===== src/hdl/hsteer_pkg.sv =====
// ----------------------------------------------------------------------------
// Heading steering package
// Shared widths, fixed-point constants, CORDIC arctangent table and the word
// types passed between the front end, the word queue and the back end.
// ----------------------------------------------------------------------------
package hsteer_pkg;

    localparam int CORDIC_STAGES   = 16;
    localparam int ANGLE_FRAC_BITS = 13;

    localparam int POS_W  = 24;
    localparam int HEAD_W = 18;
    localparam int TIME_W = 16;
    localparam int RATE_W = 16;

    localparam logic [RATE_W-1:0] RATE_RESET = 16'd256;

    localparam int ACC_FRAC   = 30;
    localparam int ATAN_DEPTH = 24;
    localparam int XY_W       = POS_W + 4;
    localparam int ACC_W      = ACC_FRAC + 4;
    localparam int ANG_W      = ANGLE_FRAC_BITS + 3;
    localparam int ANG_SH     = ACC_FRAC - ANGLE_FRAC_BITS;
    localparam int DIFF_W     = ((ANG_W > HEAD_W) ? ANG_W : HEAD_W) + 1;
    localparam int WRAP_W     = DIFF_W + 3;
    localparam int PROD1_W    = DIFF_W + RATE_W + 1;
    localparam int PROD2_W    = PROD1_W + TIME_W + 1;
    localparam int PROD_SH    = 24;
    localparam int SUM_W      = ((PROD2_W - PROD_SH > HEAD_W) ? PROD2_W - PROD_SH : HEAD_W) + 1;

    localparam longint PI_Q30     = 64'sd3373259426;
    localparam longint PI_ANG     = (PI_Q30 + (64'sd1 <<< (ANG_SH - 1))) >>> ANG_SH;
    localparam longint TWO_PI_ANG = (2 * PI_Q30 + (64'sd1 <<< (ANG_SH - 1))) >>> ANG_SH;
    localparam longint HMAX_RAW   = (4 * PI_Q30) >>> ANG_SH;
    localparam longint HMAX_LIM   = 64'sd131071;
    localparam longint HMAX_ANG   = (HMAX_RAW > HMAX_LIM) ? HMAX_LIM : HMAX_RAW;

    localparam logic signed [DIFF_W-1:0] PI_D      = DIFF_W'(PI_ANG);
    localparam logic signed [DIFF_W-1:0] TWO_PI_D  = DIFF_W'(TWO_PI_ANG);
    localparam logic signed [DIFF_W-1:0] FOUR_PI_D = DIFF_W'(2 * TWO_PI_ANG);
    localparam logic signed [DIFF_W-1:0] SIX_PI_D  = DIFF_W'(3 * TWO_PI_ANG);
    localparam logic signed [WRAP_W-1:0] PI_X1     = WRAP_W'(PI_ANG);
    localparam logic signed [WRAP_W-1:0] PI_X3     = WRAP_W'(PI_ANG + TWO_PI_ANG);
    localparam logic signed [WRAP_W-1:0] PI_X5     = WRAP_W'(PI_ANG + 2 * TWO_PI_ANG);
    localparam logic signed [SUM_W-1:0]  HMAX_S   = SUM_W'(HMAX_ANG);
    localparam logic signed [HEAD_W-1:0] HMAX_H   = HEAD_W'(HMAX_ANG);
    localparam logic signed [ACC_W-1:0]  HALF_PI_ACC = ACC_W'(PI_Q30 / 2);

    localparam logic [31:0] ATAN_TAB [ATAN_DEPTH] = '{
        32'd843314857, 32'd497837829, 32'd263043837, 32'd133525159,
        32'd67021687,  32'd33543516,  32'd16775851,  32'd8388437,
        32'd4194283,   32'd2097149,   32'd1048576,   32'd524288,
        32'd262144,    32'd131072,    32'd65536,     32'd32768,
        32'd16384,     32'd8192,      32'd4096,      32'd2048,
        32'd1024,      32'd512,       32'd256,       32'd128
    };

    localparam int MQ_DEPTH = 4;
    localparam int MQ_AW    = $clog2(MQ_DEPTH);
    localparam int OQ_DEPTH = 2;
    localparam int OQ_AW    = $clog2(OQ_DEPTH);

    typedef struct packed {
        logic                     tgt;
        logic                     zero;
        logic signed [XY_W-1:0]   x;
        logic signed [XY_W-1:0]   y;
        logic signed [ACC_W-1:0]  acc;
        logic signed [HEAD_W-1:0] head;
        logic [TIME_W-1:0]        tstep;
    } hs_word_t;

    typedef struct packed {
        logic signed [HEAD_W-1:0] heading;
        logic                     clipped;
    } hs_result_t;

endpackage


===== src/hdl/hsteer_queue.sv =====
// ----------------------------------------------------------------------------
// Heading steering word queue
// Short first-in first-out buffer that decouples the front end from the
// back end so each side stalls on its own.
// ----------------------------------------------------------------------------
module hsteer_queue
    import hsteer_pkg::*;
(
    input  logic     clk,
    input  logic     rst_n,
    input  logic     wr_en,
    input  hs_word_t wr_word,
    output logic     full,
    input  logic     rd_en,
    output hs_word_t rd_word,
    output logic     empty
);

    hs_word_t         mem_reg [MQ_DEPTH];
    logic [MQ_AW-1:0] wr_ptr_reg;
    logic [MQ_AW-1:0] wr_ptr_next;
    logic [MQ_AW-1:0] rd_ptr_reg;
    logic [MQ_AW-1:0] rd_ptr_next;
    logic [MQ_AW:0]   count_reg;
    logic [MQ_AW:0]   count_next;

    assign full    = (count_reg == (MQ_AW+1)'(MQ_DEPTH));
    assign empty   = (count_reg == '0);
    assign rd_word = mem_reg[rd_ptr_reg];

    always_comb
    begin
        wr_ptr_next = wr_en ? wr_ptr_reg + 1'b1 : wr_ptr_reg;
        rd_ptr_next = rd_en ? rd_ptr_reg + 1'b1 : rd_ptr_reg;
        unique case ({wr_en, rd_en})
            2'b10:   count_next = count_reg + 1'b1;
            2'b01:   count_next = count_reg - 1'b1;
            default: count_next = count_reg;
        endcase
    end

    always_ff @(posedge clk or negedge rst_n)
    begin
        if (!rst_n)
        begin
            wr_ptr_reg <= '0;
            rd_ptr_reg <= '0;
            count_reg  <= '0;
        end
        else
        begin
            wr_ptr_reg <= wr_ptr_next;
            rd_ptr_reg <= rd_ptr_next;
            count_reg  <= count_next;
        end
    end

    always_ff @(posedge clk)
    begin
        if (wr_en)
            mem_reg[wr_ptr_reg] <= wr_word;
    end

endmodule


===== config.mk =====
export PLATFORM = sky130hd
export DESIGN_NAME = hsteer_queue
export DESIGN_NICKNAME = d
export VERILOG_FILES = /design/src/hdl/hsteer_pkg.sv /design/src/hdl/hsteer_queue.sv
export SDC_FILE = /design/constraint.sdc
export NUM_CORES = 1
export LEC_CHECK = 0
export ABC_AREA = 0
export ABC_CLOCK_PERIOD_IN_PS = 5100
export BUFFER_PORTS_ARGS = -buffer_cell sky130_fd_sc_hd__buf_2
export CAP_MARGIN = 20
export CORE_UTILIZATION = 30
export DETAILED_ROUTE_END_ITERATION = 8
export GPL_TIMING_DRIVEN = 0
export PLACE_DENSITY_LB_ADDON = 0.12
export SKIP_LAST_GASP = 1
export SYNTH_ARGS = -nofsm -noshare
export SYNTH_HDL_FRONTEND = slang
export SYNTH_SLANG_ARGS = --single-unit
export TNS_END_PERCENT = 10

===== constraint.sdc =====
create_clock -name clk -period 5.1 [get_ports clk]
set_input_delay 0.255 -clock clk [delete_from_list [all_inputs] [get_ports clk]]
set_output_delay 0.255 -clock clk [all_outputs]
set_load 0.01 [all_outputs]

==> Implementation_results.wiki <==
{| class="wikitable"
! Metric !! Value
|-
| Top Ports || 258
|-
| Ratio of final minimum period to clock period || 51.1%
|-
| Horiz. Die Dim || 252 um
|-
| Cell area reported after detailed placement || 0.0212 mm^2
|-
| Effective utilization at floorplan || 30.3%
|-
| Switching power as a share of total power || 29.1%
|-
| Beginning of the critical path || rd_ptr_reg[1]$_DFFE_PN0P_
|-
| Class of the tightest hold or removal check || in -> reg
|-
| Final setup TNS || 0 ns
|-
| Share of power burned in combinational logic || 30.3%
|-
| TritonCTS clock tree || done
|-
| Required time of the critical path || 4.85 ns
|-
| Placed instance count || 1797
|-
| Worst Path Max Fanout || 10
|-
| Vias after detailed routing || 8750
|-
| CP max stage delay || 0.36 ns
|-
| Number of setup violations in the final report || 0
|-
| Largest family of logic cells by synthesized area || multiplexers
|-
| Drt wl/cell || 19.9 um
|-
| Cell type with the largest total area after synthesis || sky130_fd_sc_hd__edfxtp_1
|-
| Detailed Place HPWL || 24500 um
|-
| Peak ir drop on the vdd network || 298 uV
|-
| Fraction of layout instances using a drive strength above 1 || 42.6%
|-
| CP startpoint kind || register
|-
| Final number of hold-violating endpoints || 0
|-
| Filler-free cell count of the finished design || 2027
|-
| Vertical die dimension || 252 um
|-
| Arithmetic-cell share of the synthesized area counting full adders, half adders and majority gates || 0.442%
|-
| Outcome || finished, final reports clean
|-
| Num CTS Buffers || 54
|-
| Avg Cell Area, Syn || 26.9 um^2
|-
| Mux contribution to synthesized area || 15.2%
|-
| Syn Nets || 831
|-
| Clock buffer depth || 3
|-
| Fillers || 5578
|-
| Share of synthesized cell area in and, or, nand and nor gates || 0.275%
|-
| Area share of the leading cell type in the synthesized netlist || 81.0%
|-
| Number of flip-flops under the largest register name || 504
|-
| Die Footprint || 0.0633 mm^2
|-
| First drt pass iteration count || 4
|-
| Clock-pin slew on the worst setup and hold paths || 0.06 ns
|-
| Unrepaired setup endpoints after global routing || false
|-
| Port bufs || 257
|-
| Area fraction in compound gates after synthesis || 0.0536%
|-
| Post-synthesis share of cell area spent on xor and xnor gates || 0.281%
|-
| Cells after Synth || 695
|-
| Sw power || 3960 uW
|-
| Clock tree root buffer cell || sky130_fd_sc_hd__clkbuf_16
|-
| Yosys cell types || 18
|-
| Post-layout nets || 1282
|-
| Achievable frequency || 384 MHz
|-
| DRC || 0
|-
| Maximum number of pins on one net before global-route repair || 52
|-
| Std cell rows || 91
|-
| Share of the yosys chip area belonging to registers || 81.9%
|-
| # clock sinks || 511
|-
| Startpoint of the lowest-slack register-to-register path || wr_ptr_reg[0]$_DFFE_PN0P_
|-
| Number of synthesized register bits || 511
|-
| Data arrival time of the worst path || 2.35 ns
|-
| Clock network latency to the later pin of the worst-skew pair || 0.59 ns
|-
| Core Footprint || 0.0616 mm^2
|-
| Critical path's slowest cell || sky130_fd_sc_hd__mux4_2
|-
| Routed via count divided by cell count || 4.32
|-
| Antenna-violating nets left || 0
|-
| GRT Total Usage || 12.9%
|-
| Synth Cell Area || 0.0187 mm^2
|-
| Measured slew at the worst slew-check pin || 0.617 ns
|-
| Number of pins with negative max-slew slack in the final report || 0
|-
| Startpoint of the most critical hold path || wr_word[122]
|-
| Critical path's most frequent cell || sky130_fd_sc_hd__buf_2
|-
| Internal portion of total power || 9670 uW
|-
| Family with the most delay on the worst path || buffers and inverters
|-
| Global-route wire length before repair || 61100 um
|-
| Min Clock Period, post-route || 2.61 ns
|-
| YS warnings || 0
|-
| Total grt overflow || 0
|-
| Cell area after layout || 0.0243 mm^2
|-
| Antenna violations before repair || 1
|-
| RD Place Congestion || 0.661
|-
| Drt initial violations || 419
|-
| Crit Path Class || reg -> out
|-
| Maximum clock skew at final layout || 0.0143 ns
|-
| Final Hold Slack || 0.418 ns
|-
| Combined flip-flop and latch cell area || 0.0153 mm^2
|-
| List of cells traversed by the critical path || buf_2 -> buf_4 -> buf_2 -> mux4_2 -> buf_2
|-
| Max-cap viol count || 0
|-
| Kind of capture point of the worst setup path || primary output
|-
| Multi-input logic area || 0.00304 mm^2
|-
| Post_cts resized || 0
|-
| Relative contribution of the clock network to total power || 28.5%
|-
| Area added between synthesis and finish || 30.1%
|-
| Number of H-tree levels || 2
|-
| Most area-consuming cells after synthesis || sky130_fd_sc_hd__edfxtp_1, sky130_fd_sc_hd__mux4_2, sky130_fd_sc_hd__buf_12
|-
| Slew HR || 58.8%
|-
| Lkg Pwr || 0.00832 uW
|-
| Power Density || 561 mW/mm^2
|-
| Final wirelength || 40300 um
|-
| Buf/Inv on CP || 4
|-
| Sequential cell fraction of total power || 41.3%
|-
| Via count of the first global-routing pass || 9719
|}
cells in the final DEF, fill, tap and decap left out:
| cell type | instances |
|---|---|
| sky130_fd_sc_hd__clkbuf_1 | 7 |
| sky130_fd_sc_hd__diode_2 | 1 |
| sky130_fd_sc_hd__nor3_1 | 1 |
| sky130_fd_sc_hd__nand2_1 | 3 |
| sky130_fd_sc_hd__buf_12 | 10 |
| sky130_fd_sc_hd__fa_1 | 1 |
| sky130_fd_sc_hd__ha_1 | 5 |
| sky130_fd_sc_hd__xnor2_1 | 2 |
| sky130_fd_sc_hd__and3_1 | 1 |
| sky130_fd_sc_hd__buf_16 | 8 |
| sky130_fd_sc_hd__inv_1 | 6 |
| sky130_fd_sc_hd__nor2_1 | 1 |
| sky130_fd_sc_hd__bufinv_16 | 5 |
| sky130_fd_sc_hd__xor2_1 | 4 |
| sky130_fd_sc_hd__dfrtp_1 | 7 |
| sky130_fd_sc_hd__clkbuf_16 | 57 |
| sky130_fd_sc_hd__clkinv_1 | 8 |
| sky130_fd_sc_hd__and2_4 | 4 |
| sky130_fd_sc_hd__buf_2 | 270 |
| sky130_fd_sc_hd__o21ai_0 | 2 |
| sky130_fd_sc_hd__dlygate4sd3_1 | 130 |
| sky130_fd_sc_hd__clkinv_4 | 1 |
| sky130_fd_sc_hd__clkinv_2 | 14 |
| sky130_fd_sc_hd__buf_4 | 1 |
| sky130_fd_sc_hd__edfxtp_1 | 504 |
| sky130_fd_sc_hd__mux4_2 | 126 |
| sky130_fd_sc_hd__buf_6 | 4 |
| sky130_fd_sc_hd__clkinvlp_4 | 7 |
routing by layer:
| metal | up-vias | GRT usage (%) | share of wire, % |
|---|---|---|---|
| met5 | - | 0 | 0 |
| li1 | 3920 | - | - |
| met3 | 57 | 3.00 | 5.1 |
| met2 | 177 | 21.6 | 50 |
| met4 | 0 | 3.85 | 1.9 |
| met1 | 4596 | 16.6 | 43 |
cell type report:
class                      count  share of cell area, %
antenna                        1                 0.0103
buffer                        28                   1.31
clock buffer                  64                   5.97
clock inverter                35                   1.28
inverter                       6                 0.0926
multi-input combinational    150                   12.5
sequential                   511                   63.0
tap                          837                   4.31
timing repair buffer         395                   11.5
cell usage after synthesis, drive strengths merged:
library cell / count
and2: 4
and3: 1
buf: 28
dfrtp: 7
edfxtp: 504
fa: 1
ha: 5
inv: 6
mux4: 126
nand2: 3
nor2: 1
nor3: 1
o21ai: 2
xnor2: 2
xor2: 4
through the flow:
stage	utilization, %	power (uW)	worst slack (ns)
2_1_floorplan	-	8300	1.09
3_3_place_gp	34.1	10100	-1.93
3_5_place_dp	34.5	9960	3.00
4_1_cts	39.5	14000	2.34
5_1_grt	39.5	14300	2.29
6_report	39.5	13600	2.49
cells by family after synthesis:
group / Yosys count
AOI/OAI and AO/OA: 2
xor gates and xnor gates: 6
adders and majority gates: 6
buffers and inverters: 34
DFF: 511
muxes: 126
and+or+nand+nor: 10
what timing repair did:
action | in CTS | in global routing
hold buffers | 130 | 0
endpoints found under the hold margin | 515 | 0
setup buffers | 0 | 0
final timing paths:
check,end,slack (ns),depth (start not counted)
max reg2reg,mem_reg[2][84]$_DFFE_PP_,3.14,4
max in group asynchronous,rd_ptr_reg[0]$_DFFE_PN0P_,4.23,3
min reg2reg,count_reg[2]$_DFFE_PN0P_,0.49,1
max,rd_word[87],2.49,5
min in group asynchronous,count_reg[2]$_DFFE_PN0P_,0.62,3
min,mem_reg[0][122]$_DFFE_PP_,0.42,2
power groups by stage:
stage	combinational [uW]	clock (uW)	sequential, uW
after floorplan	2530	0	5780
after global placement	4130	0	5940
after detailed placement	4230	0	5730
after CTS	4330	4010	5640
after global routing	4480	4150	5690
final	4130	3880	5630
Note: power is estimated with default switching activity, not from simulation.
