--- src/hdl/hsteer_pkg.sv ---
// ----------------------------------------------------------------------------
// Heading steering package
// Shared widths, fixed-point constants, CORDIC arctangent table and the word
// types passed between the front end, the word queue and the back end.
// ----------------------------------------------------------------------------
package hsteer_pkg;

    localparam int CORDIC_STAGES   = 16;
    localparam int ANGLE_FRAC_BITS = 13;

    localparam int POS_W  = 24;
    localparam int HEAD_W = 18;
    localparam int TIME_W = 16;
    localparam int RATE_W = 16;

    localparam logic [RATE_W-1:0] RATE_RESET = 16'd256;

    localparam int ACC_FRAC   = 30;
    localparam int ATAN_DEPTH = 24;
    localparam int XY_W       = POS_W + 4;
    localparam int ACC_W      = ACC_FRAC + 4;
    localparam int ANG_W      = ANGLE_FRAC_BITS + 3;
    localparam int ANG_SH     = ACC_FRAC - ANGLE_FRAC_BITS;
    localparam int DIFF_W     = ((ANG_W > HEAD_W) ? ANG_W : HEAD_W) + 1;
    localparam int WRAP_W     = DIFF_W + 3;
    localparam int PROD1_W    = DIFF_W + RATE_W + 1;
    localparam int PROD2_W    = PROD1_W + TIME_W + 1;
    localparam int PROD_SH    = 24;
    localparam int SUM_W      = ((PROD2_W - PROD_SH > HEAD_W) ? PROD2_W - PROD_SH : HEAD_W) + 1;

    localparam longint PI_Q30     = 64'sd3373259426;
    localparam longint PI_ANG     = (PI_Q30 + (64'sd1 <<< (ANG_SH - 1))) >>> ANG_SH;
    localparam longint TWO_PI_ANG = (2 * PI_Q30 + (64'sd1 <<< (ANG_SH - 1))) >>> ANG_SH;
    localparam longint HMAX_RAW   = (4 * PI_Q30) >>> ANG_SH;
    localparam longint HMAX_LIM   = 64'sd131071;
    localparam longint HMAX_ANG   = (HMAX_RAW > HMAX_LIM) ? HMAX_LIM : HMAX_RAW;

    localparam logic signed [DIFF_W-1:0] PI_D      = DIFF_W'(PI_ANG);
    localparam logic signed [DIFF_W-1:0] TWO_PI_D  = DIFF_W'(TWO_PI_ANG);
    localparam logic signed [DIFF_W-1:0] FOUR_PI_D = DIFF_W'(2 * TWO_PI_ANG);
    localparam logic signed [DIFF_W-1:0] SIX_PI_D  = DIFF_W'(3 * TWO_PI_ANG);
    localparam logic signed [WRAP_W-1:0] PI_X1     = WRAP_W'(PI_ANG);
    localparam logic signed [WRAP_W-1:0] PI_X3     = WRAP_W'(PI_ANG + TWO_PI_ANG);
    localparam logic signed [WRAP_W-1:0] PI_X5     = WRAP_W'(PI_ANG + 2 * TWO_PI_ANG);
    localparam logic signed [SUM_W-1:0]  HMAX_S   = SUM_W'(HMAX_ANG);
    localparam logic signed [HEAD_W-1:0] HMAX_H   = HEAD_W'(HMAX_ANG);
    localparam logic signed [ACC_W-1:0]  HALF_PI_ACC = ACC_W'(PI_Q30 / 2);

    localparam logic [31:0] ATAN_TAB [ATAN_DEPTH] = '{
        32'd843314857, 32'd497837829, 32'd263043837, 32'd133525159,
        32'd67021687,  32'd33543516,  32'd16775851,  32'd8388437,
        32'd4194283,   32'd2097149,   32'd1048576,   32'd524288,
        32'd262144,    32'd131072,    32'd65536,     32'd32768,
        32'd16384,     32'd8192,      32'd4096,      32'd2048,
        32'd1024,      32'd512,       32'd256,       32'd128
    };

    localparam int MQ_DEPTH = 4;
    localparam int MQ_AW    = $clog2(MQ_DEPTH);
    localparam int OQ_DEPTH = 2;
    localparam int OQ_AW    = $clog2(OQ_DEPTH);

    typedef struct packed {
        logic                     tgt;
        logic                     zero;
        logic signed [XY_W-1:0]   x;
        logic signed [XY_W-1:0]   y;
        logic signed [ACC_W-1:0]  acc;
        logic signed [HEAD_W-1:0] head;
        logic [TIME_W-1:0]        tstep;
    } hs_word_t;

    typedef struct packed {
        logic signed [HEAD_W-1:0] heading;
        logic                     clipped;
    } hs_result_t;

endpackage

--- src/hdl/hsteer_front.sv ---
// ----------------------------------------------------------------------------
// Heading steering front end
// Accepts input words, forms the target offset and the CORDIC start vector
// with its quadrant pre-rotation, and hands the word to the word queue.
// ----------------------------------------------------------------------------
module hsteer_front
    import hsteer_pkg::*;
(
    input  logic                     clk,
    input  logic                     rst_n,
    input  logic                     push,
    output logic                     full,
    input  logic                     target_valid,
    input  logic signed [POS_W-1:0]  target_x,
    input  logic signed [POS_W-1:0]  target_z,
    input  logic signed [POS_W-1:0]  own_x,
    input  logic signed [POS_W-1:0]  own_z,
    input  logic signed [HEAD_W-1:0] current_heading,
    input  logic [TIME_W-1:0]        time_step,
    output logic                     word_push,
    output hs_word_t                 word,
    input  logic                     word_full
);

    logic                   f_valid_reg;
    logic                   f_valid_next;
    hs_word_t               f_word_reg;
    hs_word_t               f_word_next;
    logic                   take;
    logic signed [POS_W:0]  dx;
    logic signed [POS_W:0]  dz;
    logic signed [XY_W-1:0] xe;
    logic signed [XY_W-1:0] ye;

    assign full      = f_valid_reg && word_full;
    assign take      = push && !full;
    assign word_push = f_valid_reg && !word_full;
    assign word      = f_word_reg;

    always_comb
    begin
        dx = {target_x[POS_W-1], target_x} - {own_x[POS_W-1], own_x};
        dz = {target_z[POS_W-1], target_z} - {own_z[POS_W-1], own_z};
        xe = XY_W'(dz);
        ye = XY_W'(dx);
        f_word_next.tgt   = target_valid;
        f_word_next.zero  = (dx == '0) && (dz == '0);
        f_word_next.head  = current_heading;
        f_word_next.tstep = time_step;
        priority if (xe < 0 && ye >= 0)
        begin
            f_word_next.x   = ye;
            f_word_next.y   = -xe;
            f_word_next.acc = HALF_PI_ACC;
        end
        else if (xe < 0)
        begin
            f_word_next.x   = -ye;
            f_word_next.y   = xe;
            f_word_next.acc = -HALF_PI_ACC;
        end
        else
        begin
            f_word_next.x   = xe;
            f_word_next.y   = ye;
            f_word_next.acc = '0;
        end
    end

    always_comb
    begin
        priority if (take)
            f_valid_next = 1'b1;
        else if (word_push)
            f_valid_next = 1'b0;
        else
            f_valid_next = f_valid_reg;
    end

    always_ff @(posedge clk or negedge rst_n)
    begin
        if (!rst_n)
            f_valid_reg <= 1'b0;
        else
            f_valid_reg <= f_valid_next;
    end

    always_ff @(posedge clk)
    begin
        if (take)
            f_word_reg <= f_word_next;
    end

endmodule

--- config.mk ---
export PLATFORM = sky130hd
export DESIGN_NAME = hsteer_front
export DESIGN_NICKNAME = d
export VERILOG_FILES = /design/src/hdl/hsteer_pkg.sv /design/src/hdl/hsteer_front.sv
export SDC_FILE = /design/constraint.sdc
export NUM_CORES = 1
export LEC_CHECK = 0
export BUFFER_PORTS_ARGS = -buffer_cell sky130_fd_sc_hd__clkbuf_2
export CORE_AREA = 2 2 187 97
export CTS_BUF_LIST = sky130_fd_sc_hd__clkbuf_2 sky130_fd_sc_hd__clkbuf_4 sky130_fd_sc_hd__clkbuf_8
export DETAILED_ROUTE_END_ITERATION = 8
export DIE_AREA = 0 0 189 99
export PLACE_DENSITY = 0.7
export SYNTH_ARGS = -nofsm -noshare
export SYNTH_HDL_FRONTEND = slang
export SYNTH_SLANG_ARGS = --single-unit
--- constraint.sdc ---
create_clock -name clk -period 7.65 [get_ports clk]
set_clock_uncertainty 0.05 [all_clocks]
set_input_delay 0.3825 -clock clk [delete_from_list [all_inputs] [get_ports clk]]
set_output_delay 0.3825 -clock clk [all_outputs]
set_load 0.01 [all_outputs]
==> impl_metrics.csv, run 1 <==
group,metric,value,unit
sta,maxSlewHeadroom,34.0,%
grt,grt_pass1_vias,5893,
clock_network,clk_pin_slew,0.10,ns
routing,vias,6720,
critical_path,crit_path_max_incr_delay,0.69,ns
sta,setup_viol,0,
critical_path,r2r-end,"word[79]$_DFFE_PP_",
sta,whs,0.130,ns
die,dieArea,18700,um^2
clock_network,clk_latency,0.36,ns
critical_path,r2r_slack,5.05,ns
power_and_ir_drop,pwr-share-seq,39.6,%
sta,fin_crit_sh,53.0,%
sta,rsz0062_at_grt,"no",
critical_path,crit_cells,15,
flow_run,max_cap_viol_count,0,
critical_path,cp_max_fo,89,
placed_design,detailed_place_hpwl,17700,um
worst_hold_path,hp-class,"input pin to register",
finish,fill_cells,1603,
finish,largest_register_ffs,95,
die,dieHeight,99,um
synth,post_synth.cell_area_avg,9.47,um^2
critical_path,required,7.71,ns
power_and_ir_drop,p_sw,0.656,mW
placed_design,globalplace.congestion,0.908,
synth,synth_top_area_share,37.6,%
power_and_ir_drop,swShare,38.2,%
routing,drtIter0Drc,601,
clock_network,cts-root-buf,"clkbuf_8",
synth,synth-main-ff-cell,"edfxtp_1",
placed_design,placement.io_buffers,262,
run_status,status,"finished clean",
critical_path,cp-start-kind,"input pin",
synth,synth_edf_count,95,
power_and_ir_drop,irDropWorstVdd,0.0858,mV
power_and_ir_drop,clock_power_share,18.5,%
critical_path,cp_cell_sequence,"clkbuf_2 > inv_1 > ha_1 > inv_1 > fa_1 > a21o_1 > a221oi_4 > nor3_1 > o31ai_2 > nand2_1 > a31oi_1 > nor2b_1 > o41ai_4 > buf_4 > mux2_2",
finish,area_delta_synth_final,19.0,%
synth,postSynthRegisterBits,96,
critical_path,crit_start,"target_z[0]",
critical_path,crit_family,"compound AO/OA/AOI/OAI gates",
die,num_rows,34,
critical_path,reg2reg_depth,3,
finish,layout_commonest_cell,"clkbuf_2",
critical_path,cp_common_cell,"inv_1",
synth,synth_cells,802,
routing,ant_nets,0,
synth,async_flop_share,1.04,%
clock_network,ctsResizeCount,0,
power_and_ir_drop,power_density,190,nW/um^2
sta,hold_violations,0,
power_and_ir_drop,internal_power,1.06,mW
clock_network,cts_tree,"built",
routing,wl_per_cell,17.2,um
finish,drive_above_1_share,30.9,%
clock_network,clk_path_buf_depth,2,
worst_hold_path,whs_path_depth,1,
die,die_x,189,um
sta,min_period,4.05,ns
synth,synthTopCellsByArea,"edfxtp_1 38%, ha_1 8.2%, xnor2_1 5.6%, a21oi_1 4.7%, xor2_1 3.8%",
sta,slew_viol_final,0,
critical_path,arrival,4.12,ns
die,core_area,17100,um^2
grt,track_usage,22.6,%
grt,antenna_found_initial,0,
grt,grt-ovfl-total,0,
finish,mostFrequentLayoutCells,"262 x clkbuf_2, 95 x edfxtp_1, 72 x a21oi_1, 65 x nand2_1, 61 x inv_1",
finish,diodes,0,
routing,drc,0,
synth,syn-cell-area,7600,um^2
sta,worst_pin_slew,0.987,ns
routing,dr.pass1.iters,6,
synth,synth.largest_area_cell,"edfxtp_1",
finish,final_core_util,53.0,%
critical_path,crit_end,"word[114]$_DFFE_PP_",
sta,finalSetupTns,0,ns
power_and_ir_drop,p_comb_share,41.9,%
synth,yosysSeqAreaShare,37.9,%
synth,ys_types,78,
critical_path,path_class,"input pin to register",
grt,grt_pass1_wl,32900,um
routing,routed_via_density,5.33,
synth,ys_warn_count,0,
die,start_util,44.5,%
critical_path,cp_slowest_cell,"buf_4",
critical_path,endpoint_kind,"register",
routing,routed_wl,21700,um
critical_path,regToRegStartpoint,"f_valid_reg$_DFFE_PN0P_",
clock_network,cts_sinks,96,
grt,grt_max_degree,90,
clock_network,numCtsBuffers,9,
critical_path,path_buf_inv,4,
sta,fmax,247,MHz
power_and_ir_drop,power.leakage,4.10,nW
clock_network,ctsHtreeMaxLevel,3,
die,num_io_pins,263,
finish,nNetsFinal,1208,
[cell type report]
cell class	instances	area [um^2]	area share (%)
multi-input cells	585	4110	45.4
flip-flops and latches	96	2880	31.8
repair buffers	266	1340	14.9
well taps	234	293	3.24
inverters	63	236	2.62
clock buffers	10	131	1.45
clock inverters	6	52.6	0.581
[worst register-to-register path, cell delays in order (launching register included)]
cell     delay (ns)
dfrtp_1        0.39
and2_1         0.18
nor2b_4        0.78
buf_4          0.78
[metal layers]
metal / track usage [%] / part of all wire (%)
met3: 5.91 / 9.7
met4: 3.37 / 0.74
met2: 30.6 / 39
met5: 0 / 0
met1: 36.0 / 51
[how the worst min path moves through the flow]
stage / start / to
3_3_place_gp: rst_n / f_valid_reg$_DFFE_PN0P_
5_1_grt: current_heading[15] / word[31]$_DFFE_PP_
3_5_place_dp: rst_n / f_valid_reg$_DFFE_PN0P_
4_1_cts: time_step[0] / word[0]$_DFFE_PP_
2_1_floorplan: rst_n / f_valid_reg$_DFFE_PN0P_
6_report: time_step[10] / word[10]$_DFFE_PP_
[synthesized netlist by cell type, types with 3 or more instances]
cell,count
o211a_1,4
nand4_1,5
edfxtp_1,95
and3_1,9
nor2b_1,8
a21o_1,16
and4_1,4
ha_1,50
and2_1,5
xor2_1,33
or2_2,4
o31ai_1,6
mux2_2,3
o211ai_1,7
nor2_1,58
nand2_1,65
a211oi_1,3
nor3b_1,4
o21ai_0,50
nand3_1,14
nand2b_1,5
nor3_1,13
o41ai_1,4
xnor2_1,49
or3_1,6
inv_1,61
buf_2,7
clkbuf_1,15
a31oi_1,14
o2111ai_1,5
o21bai_1,4
o21ai_1,4
buf_4,34
a21oi_1,72
mux2i_1,7
[cell families after synthesis]
| logic type | Yosys count | synth area share (%) |
|---|---|---|
| and+or+nand+nor | 217 | 14.6 |
| xor gates and xnor gates | 82 | 9.45 |
| DFF | 96 | 37.9 |
| muxes | 11 | 1.56 |
| adders and majority gates | 52 | 8.76 |
| other | 1 | 0.0494 |
| AOI/OAI and AO/OA | 220 | 19.3 |
| buffers and inverters | 123 | 8.33 |
[what timing repair did]
action	in CTS	in global routing
endpoints found under the hold margin	1	0
hold buffers	1	0
setup buffers	0	0
[metrics by stage]
stage	std cells	worst slack [ns]	instance area [um^2]	power (mW)
after floorplan	804	2.24	7600	1.19
after global placement	1243	3.34	8850	1.39
after detailed placement	1243	3.27	8850	1.40
after CTS	1260	3.68	9040	1.72
after global routing	1260	3.37	9040	1.82
final	1260	3.60	9040	1.72
[power groups by stage]
stage	Clock [mW]	Sequential [mW]	Combinational [mW]
after global placement	0	0.692	0.697
after global routing	0.350	0.686	0.785
after CTS	0.325	0.682	0.709
after detailed placement	0	0.694	0.705
after floorplan	0	0.717	0.475
final	0.318	0.680	0.718
Note: power is estimated with default switching activity, not from simulation.
==> run 2, diff against run 1 <==
==> constraint.sdc (replaced) <==
create_clock -name clk -period 4.2 [get_ports clk]
set_clock_uncertainty 0.05 [all_clocks]
set_input_delay 0.21 -clock clk [delete_from_list [all_inputs] [get_ports clk]]
set_output_delay 0.21 -clock clk [all_outputs]
set_load 0.01 [all_outputs]
==> run 2 against run 1 <==
Net effect: sequential power up 82%; first-iteration DRC count down 1.2%; critical endpoint is now word[124]$_DFFE_PP_; critical path depth unchanged; setup slack worse by 3.0 ns; die area unchanged; cell area up 5.7%; register-to-register slack worse by 2.7 ns; hold slack worse by 0.043 ns; clock power up 110%; largest power group unchanged; via count up 3.8%.
==> impl_metrics.csv, run 2 (same netlist as run 1, synthesis figures left out) <==
group,metric,value,unit
run_status,status,"finished clean",
routing,routed_via_density,5.32,
sta,min_period,3.60,ns
sta,rsz0062_at_grt,"no",
placed_design,globalplace.congestion,0.889,
sta,fmax,278,MHz
die,dieArea,18700,um^2
clock_network,clk_path_buf_depth,2,
critical_path,cp-start-kind,"input pin",
grt,grt_max_degree,61,
routing,drc,0,
clock_network,cts_sinks,96,
critical_path,cp_cell_sequence,"clkbuf_2 > inv_1 > ha_1 > inv_1 > fa_1 > a21o_1 > a221oi_4 > nor2_1 > o32ai_2 > o221ai_2 > nor4b_2 > nand2_1 > nor3_1 > nand2_1 > nor4_1",
finish,diodes,0,
flow_run,max_cap_viol_count,0,
power_and_ir_drop,pwr-share-seq,37.5,%
finish,final_core_util,56.0,%
finish,area_delta_synth_final,25.9,%
finish,mostFrequentLayoutCells,"262 x clkbuf_2, 95 x edfxtp_1, 72 x a21oi_1, 65 x nand2_1, 61 x inv_1",
grt,grt_pass1_vias,6156,
clock_network,clk_latency,0.37,ns
finish,nNetsFinal,1258,
power_and_ir_drop,power_density,345,nW/um^2
critical_path,cp_max_fo,7,
routing,vias,6974,
routing,drtIter0Drc,594,
power_and_ir_drop,p_comb_share,42.2,%
clock_network,post_cts_buffers,0,
sta,finalSetupTns,0,ns
clock_network,ctsHtreeMaxLevel,3,
sta,whs,0.0868,ns
die,core_area,17100,um^2
power_and_ir_drop,clock_power_share,20.3,%
critical_path,arrival,3.74,ns
routing,ant_nets,0,
grt,grt-ovfl-total,0,
critical_path,cp_slowest_cell,"nor4b_2",
sta,setup_viol,0,
finish,largest_register_ffs,95,
critical_path,required,4.33,ns
sta,fin_crit_sh,85.8,%
routing,wl_per_cell,17.5,um
power_and_ir_drop,p_sw,1.25,mW
clock_network,cts_tree,"built",
grt,grt_pass1_wl,34800,um
power_and_ir_drop,power.leakage,4.34,nW
placed_design,detailed_place_hpwl,18200,um
die,die_x,189,um
grt,antenna_found_initial,0,
routing,routed_wl,22900,um
clock_network,clk_pin_slew,0.10,ns
finish,drive_above_1_share,30.8,%
power_and_ir_drop,irDropWorstVdd,0.187,mV
power_and_ir_drop,swShare,38.0,%
power_and_ir_drop,internal_power,2.05,mW
die,dieHeight,99,um
finish,layout_commonest_cell,"clkbuf_2",
die,num_rows,34,
sta,hold_violations,0,
clock_network,numCtsBuffers,9,
worst_hold_path,hp-class,"input pin to asynchronous set/reset pin",
sta,maxSlewHeadroom,42.8,%
critical_path,crit_path_max_incr_delay,0.52,ns
routing,dr.pass1.iters,5,
critical_path,endpoint_kind,"register",
die,num_io_pins,263,
grt,track_usage,24.0,%
placed_design,placement.io_buffers,262,
clock_network,cts-root-buf,"clkbuf_8",
critical_path,crit_family,"compound AO/OA/AOI/OAI gates",
sta,worst_pin_slew,0.836,ns
sta,slew_viol_final,0,
critical_path,path_class,"input pin to register",
critical_path,path_buf_inv,3,
die,start_util,44.5,%
## run 2: final timing paths
kind                                    startpoint                 endpoint  slack (ns)  depth (start not counted)
min in group clk                         word_full  f_valid_reg$_DFFE_PN0P_        0.23                          3
max in group asynchronous                    rst_n  f_valid_reg$_DFFE_PN0P_        3.93                          2
max                                    target_z[0]      word[124]$_DFFE_PP_        0.60                         15
max reg2reg                f_valid_reg$_DFFE_PN0P_      word[109]$_DFFE_PP_        2.39                          3
min                                          rst_n  f_valid_reg$_DFFE_PN0P_        0.09                          2
min reg2reg                f_valid_reg$_DFFE_PN0P_  f_valid_reg$_DFFE_PN0P_        0.69                          2
## run 2: metal layers
metal	track usage [%]	up-vias	part of all wire (%)
li1	-	3409	-
met4	3.91	0	0.85
met3	5.63	22	9.0
met2	32.9	319	40
met5	0	-	0
met1	38.0	3224	50
## run 2: layout make-up
class,count,area [um^2]
tap,234,293
timing repair buffer,316,1820
fill,1578,7500
sequential,96,2880
clock inverter,7,101
multi-input combinational,585,4110
clock buffer,9,124
inverter,63,236
## run 2: timing repair
item / 4_1_cts / 5_1_grt
gates resized for setup: 0 / 0
hold endpoints to repair: 37 / 0
hold buffers: 37 / 0
setup endpoints to repair: 0 / 0
## run 2: worst register-to-register path: cells and delay by family, from the launching register on
kind	cells	cell delay, ns
and+or+nand+nor	2	0.31
buffers and inverters	1	0.64
DFF	1	0.40
## run 2: stage by stage
stage	power [mW]	cell area [um^2]	setup slack (ns)	instances
6_report	3.30	9560	0.597	1310
5_1_grt	3.49	9560	0.393	1310
4_1_cts	3.29	9560	0.709	1310
3_5_place_dp	2.59	8960	0.312	1257
3_3_place_gp	2.58	8960	0.390	1257
2_1_floorplan	2.17	7610	0.686	804
## run 2: power by group through the flow
stage                     Sequential, mW  Clock [mW]  Combinational, mW
after global routing                1.25       0.732               1.52
after detailed placement            1.26           0               1.33
after global placement              1.26           0               1.32
after floorplan                     1.30           0              0.865
after CTS                           1.24       0.685               1.37
final                               1.24       0.668               1.39
==> run 3, diff against run 2 <==
--- a/config.mk
+++ b/config.mk
@@ -5,12 +5,12 @@
 export SDC_FILE = /design/constraint.sdc
 export NUM_CORES = 1
 export LEC_CHECK = 0
-export BUFFER_PORTS_ARGS = -buffer_cell sky130_fd_sc_hd__clkbuf_2
 export CORE_AREA = 2 2 187 97
 export CTS_BUF_LIST = sky130_fd_sc_hd__clkbuf_2 sky130_fd_sc_hd__clkbuf_4 sky130_fd_sc_hd__clkbuf_8
 export DETAILED_ROUTE_END_ITERATION = 8
 export DIE_AREA = 0 0 189 99
-export PLACE_DENSITY = 0.7
+export DONT_BUFFER_PORTS = 1
+export PLACE_DENSITY = 0.57
 export SYNTH_ARGS = -nofsm -noshare
 export SYNTH_HDL_FRONTEND = slang
 export SYNTH_SLANG_ARGS = --single-unit
==> run 3 against run 2 <==
Net effect: clock-buffer cell count grew 1; combinational power shrank 15%; utilization shrank 7.7 points; register-to-register slack lost 0.32 ns; global-route usage shrank 1.3 points; die area is the same; highest routed layer unchanged; largest power group is now registers; hold slack gained 0.12 ns; setup slack gained 0.11 ns; sequential cell count is the same; cell area shrank 14%.
==> impl_metrics.csv, run 3 (same netlist as run 1, synthesis figures left out) <==
group,metric,value,unit
flow_run,max_cap_viol_count,0,
grt,antenna_found_initial,0,
die,dieArea,18700,um^2
critical_path,cp_slowest_cell,"nor4b_2",
routing,wl_per_cell,20.4,um
routing,vias,5977,
critical_path,r2r-end,"word[109]$_DFFE_PP_",
routing,dr.pass1.iters,5,
clock_network,cts_tree,"built",
sta,fmax,287,MHz
critical_path,reg2reg_depth,3,
die,num_io_pins,263,
clock_network,numCtsBuffers,9,
clock_network,ctsHtreeMaxLevel,3,
worst_hold_path,hp-class,"input pin to register",
grt,grt_max_degree,96,
critical_path,cp_max_fo,7,
finish,area_delta_synth_final,8.57,%
run_status,status,"finished clean",
routing,routed_wl,21400,um
finish,drive_above_1_share,8.69,%
power_and_ir_drop,power.leakage,3.25,nW
routing,drtIter0Drc,515,
placed_design,placement.io_buffers,0,
clock_network,post_cts_buffers,0,
sta,hold_violations,0,
die,num_rows,34,
critical_path,endpoint_kind,"register",
power_and_ir_drop,p_total,3.06,mW
sta,fin_crit_sh,83.1,%
worst_hold_path,whs_path_depth,2,
grt,track_usage,22.6,%
grt,grt_pass1_wl,32800,um
critical_path,crit_path_max_incr_delay,0.47,ns
sta,finalSetupTns,0,ns
routing,ant_nets,0,
grt,grt-ovfl-total,0,
critical_path,regToRegStartpoint,"f_valid_reg$_DFFE_PN0P_",
die,dieHeight,99,um
placed_design,detailed_place_hpwl,17100,um
clock_network,clk_latency,0.37,ns
clock_network,cts-root-buf,"clkbuf_8",
finish,layout_commonest_cell,"edfxtp_1",
finish,mostFrequentLayoutCells,"95 x edfxtp_1, 72 x a21oi_1, 65 x nand2_1, 61 x inv_1, 58 x nor2_1",
sta,min_period,3.49,ns
die,die_x,189,um
clock_network,ctsResizeCount,0,
die,start_util,44.5,%
critical_path,r2r_slack,2.07,ns
critical_path,cp-start-kind,"input pin",
finish,largest_register_ffs,95,
worst_hold_path,hold_path_end,"word[96]$_DFFE_PP_",
critical_path,required,4.32,ns
sta,slew_viol_final,0,
grt,grt_pass1_vias,5782,
finish,fin_area,8250,um^2
routing,routed_via_density,5.68,
placed_design,placed_cell_area,7680,um^2
critical_path,cp_cell_sequence,"inv_1 > ha_1 > inv_1 > fa_1 > a21o_1 > a221oi_4 > nor2_1 > o32ai_2 > o221ai_2 > nor4b_2 > nand2_1 > nor3_1 > nand2_1 > nor4_1",
clock_network,clk_path_buf_depth,2,
sta,worst_pin_slew,1.23,ns
clock_network,holdBufCountCts,38,
die,core_area,17100,um^2
clock_network,clk_pin_slew,0.10,ns
worst_hold_path,min-delay-start,"own_z[0]",
power_and_ir_drop,irDropWorstVdd,0.182,mV
critical_path,arrival,3.61,ns
clock_network,cts_sinks,96,
sta,maxSlewHeadroom,18.1,%
finish,final_core_util,48.3,%
sta,setup_viol,0,
placed_design,globalplace.congestion,0.981,
finish,nNetsFinal,999,
critical_path,path_class,"input pin to register",
power_and_ir_drop,power_density,371,nW/um^2
sta,rsz0062_at_grt,"no",
routing,drc,0,
[run 3: changes by cell type in the layout (fill, tap and decap cells not counted), sizes merged]
cell	before	now
clkinvlp	1	2
bufinv	1	0
clkinv	4	2
dlygate4sd3	37	38
inv	64	65
buf	17	19
diode	0	1
clkbuf	271	10
[run 3: worst max path at each step]
stage / start / end / slack [ns] / cells after the start
after global placement: target_z[0] / word[103]$_DFFE_PP_ / 0.47 / 14
after global routing: target_z[0] / word[124]$_DFFE_PP_ / 0.44 / 14
after detailed placement: target_z[0] / word[124]$_DFFE_PP_ / 0.36 / 14
after CTS: target_z[0] / word[124]$_DFFE_PP_ / 0.75 / 14
after floorplan: f_valid_reg$_DFFE_PN0P_ / word[0]$_DFFE_PP_ / 0.69 / 2
final: target_z[0] / word[124]$_DFFE_PP_ / 0.71 / 14
[run 3: power by group]
group	switching, mW	total (mW)	internal [mW]
combinational	0.734	1.18	0.442
sequential	0.0961	1.30	1.20
clock	0.355	0.587	0.232
total	1.19	3.06	1.88
[run 3: metrics by stage]
stage | hold WS [ns] | instances | worst slack, ns
finish | 0.208 | 1052 | 0.712
floorplan | -0.136 | 804 | 0.686
CTS | 0.189 | 1051 | 0.753
detailed placement | -0.136 | 997 | 0.355
global route | 0.203 | 1051 | 0.443
global placement | -0.136 | 997 | 0.466
[run 3: worst max-delay path: cells and delay by family]
family | cells | cell delay, ns
AO/OA/AOI/OAI | 4 | 1.40
AND/OR/NAND/NOR | 6 | 1.33
buffers and inverters | 2 | 0.10
adder cells (fa/ha/maj) | 2 | 0.56
[run 3: final cells by class]
cell class / count / area, um^2
tap: 234 / 293
multi-input combinational: 585 / 4110
sequential: 96 / 2880
antenna: 1 / 2.50
inverter: 63 / 236
fill: 1676 / 8810
clock buffer: 10 / 131
clock inverter: 6 / 51.3
timing repair buffer: 57 / 548
[run 3: per-layer routing]
metal  routed length (um)  global-route usage [%]
met2                 8600                    31.8
met3                 2090                    7.23
met5                    0                       0
met4                  243                    4.45
met1                10500                    33.9
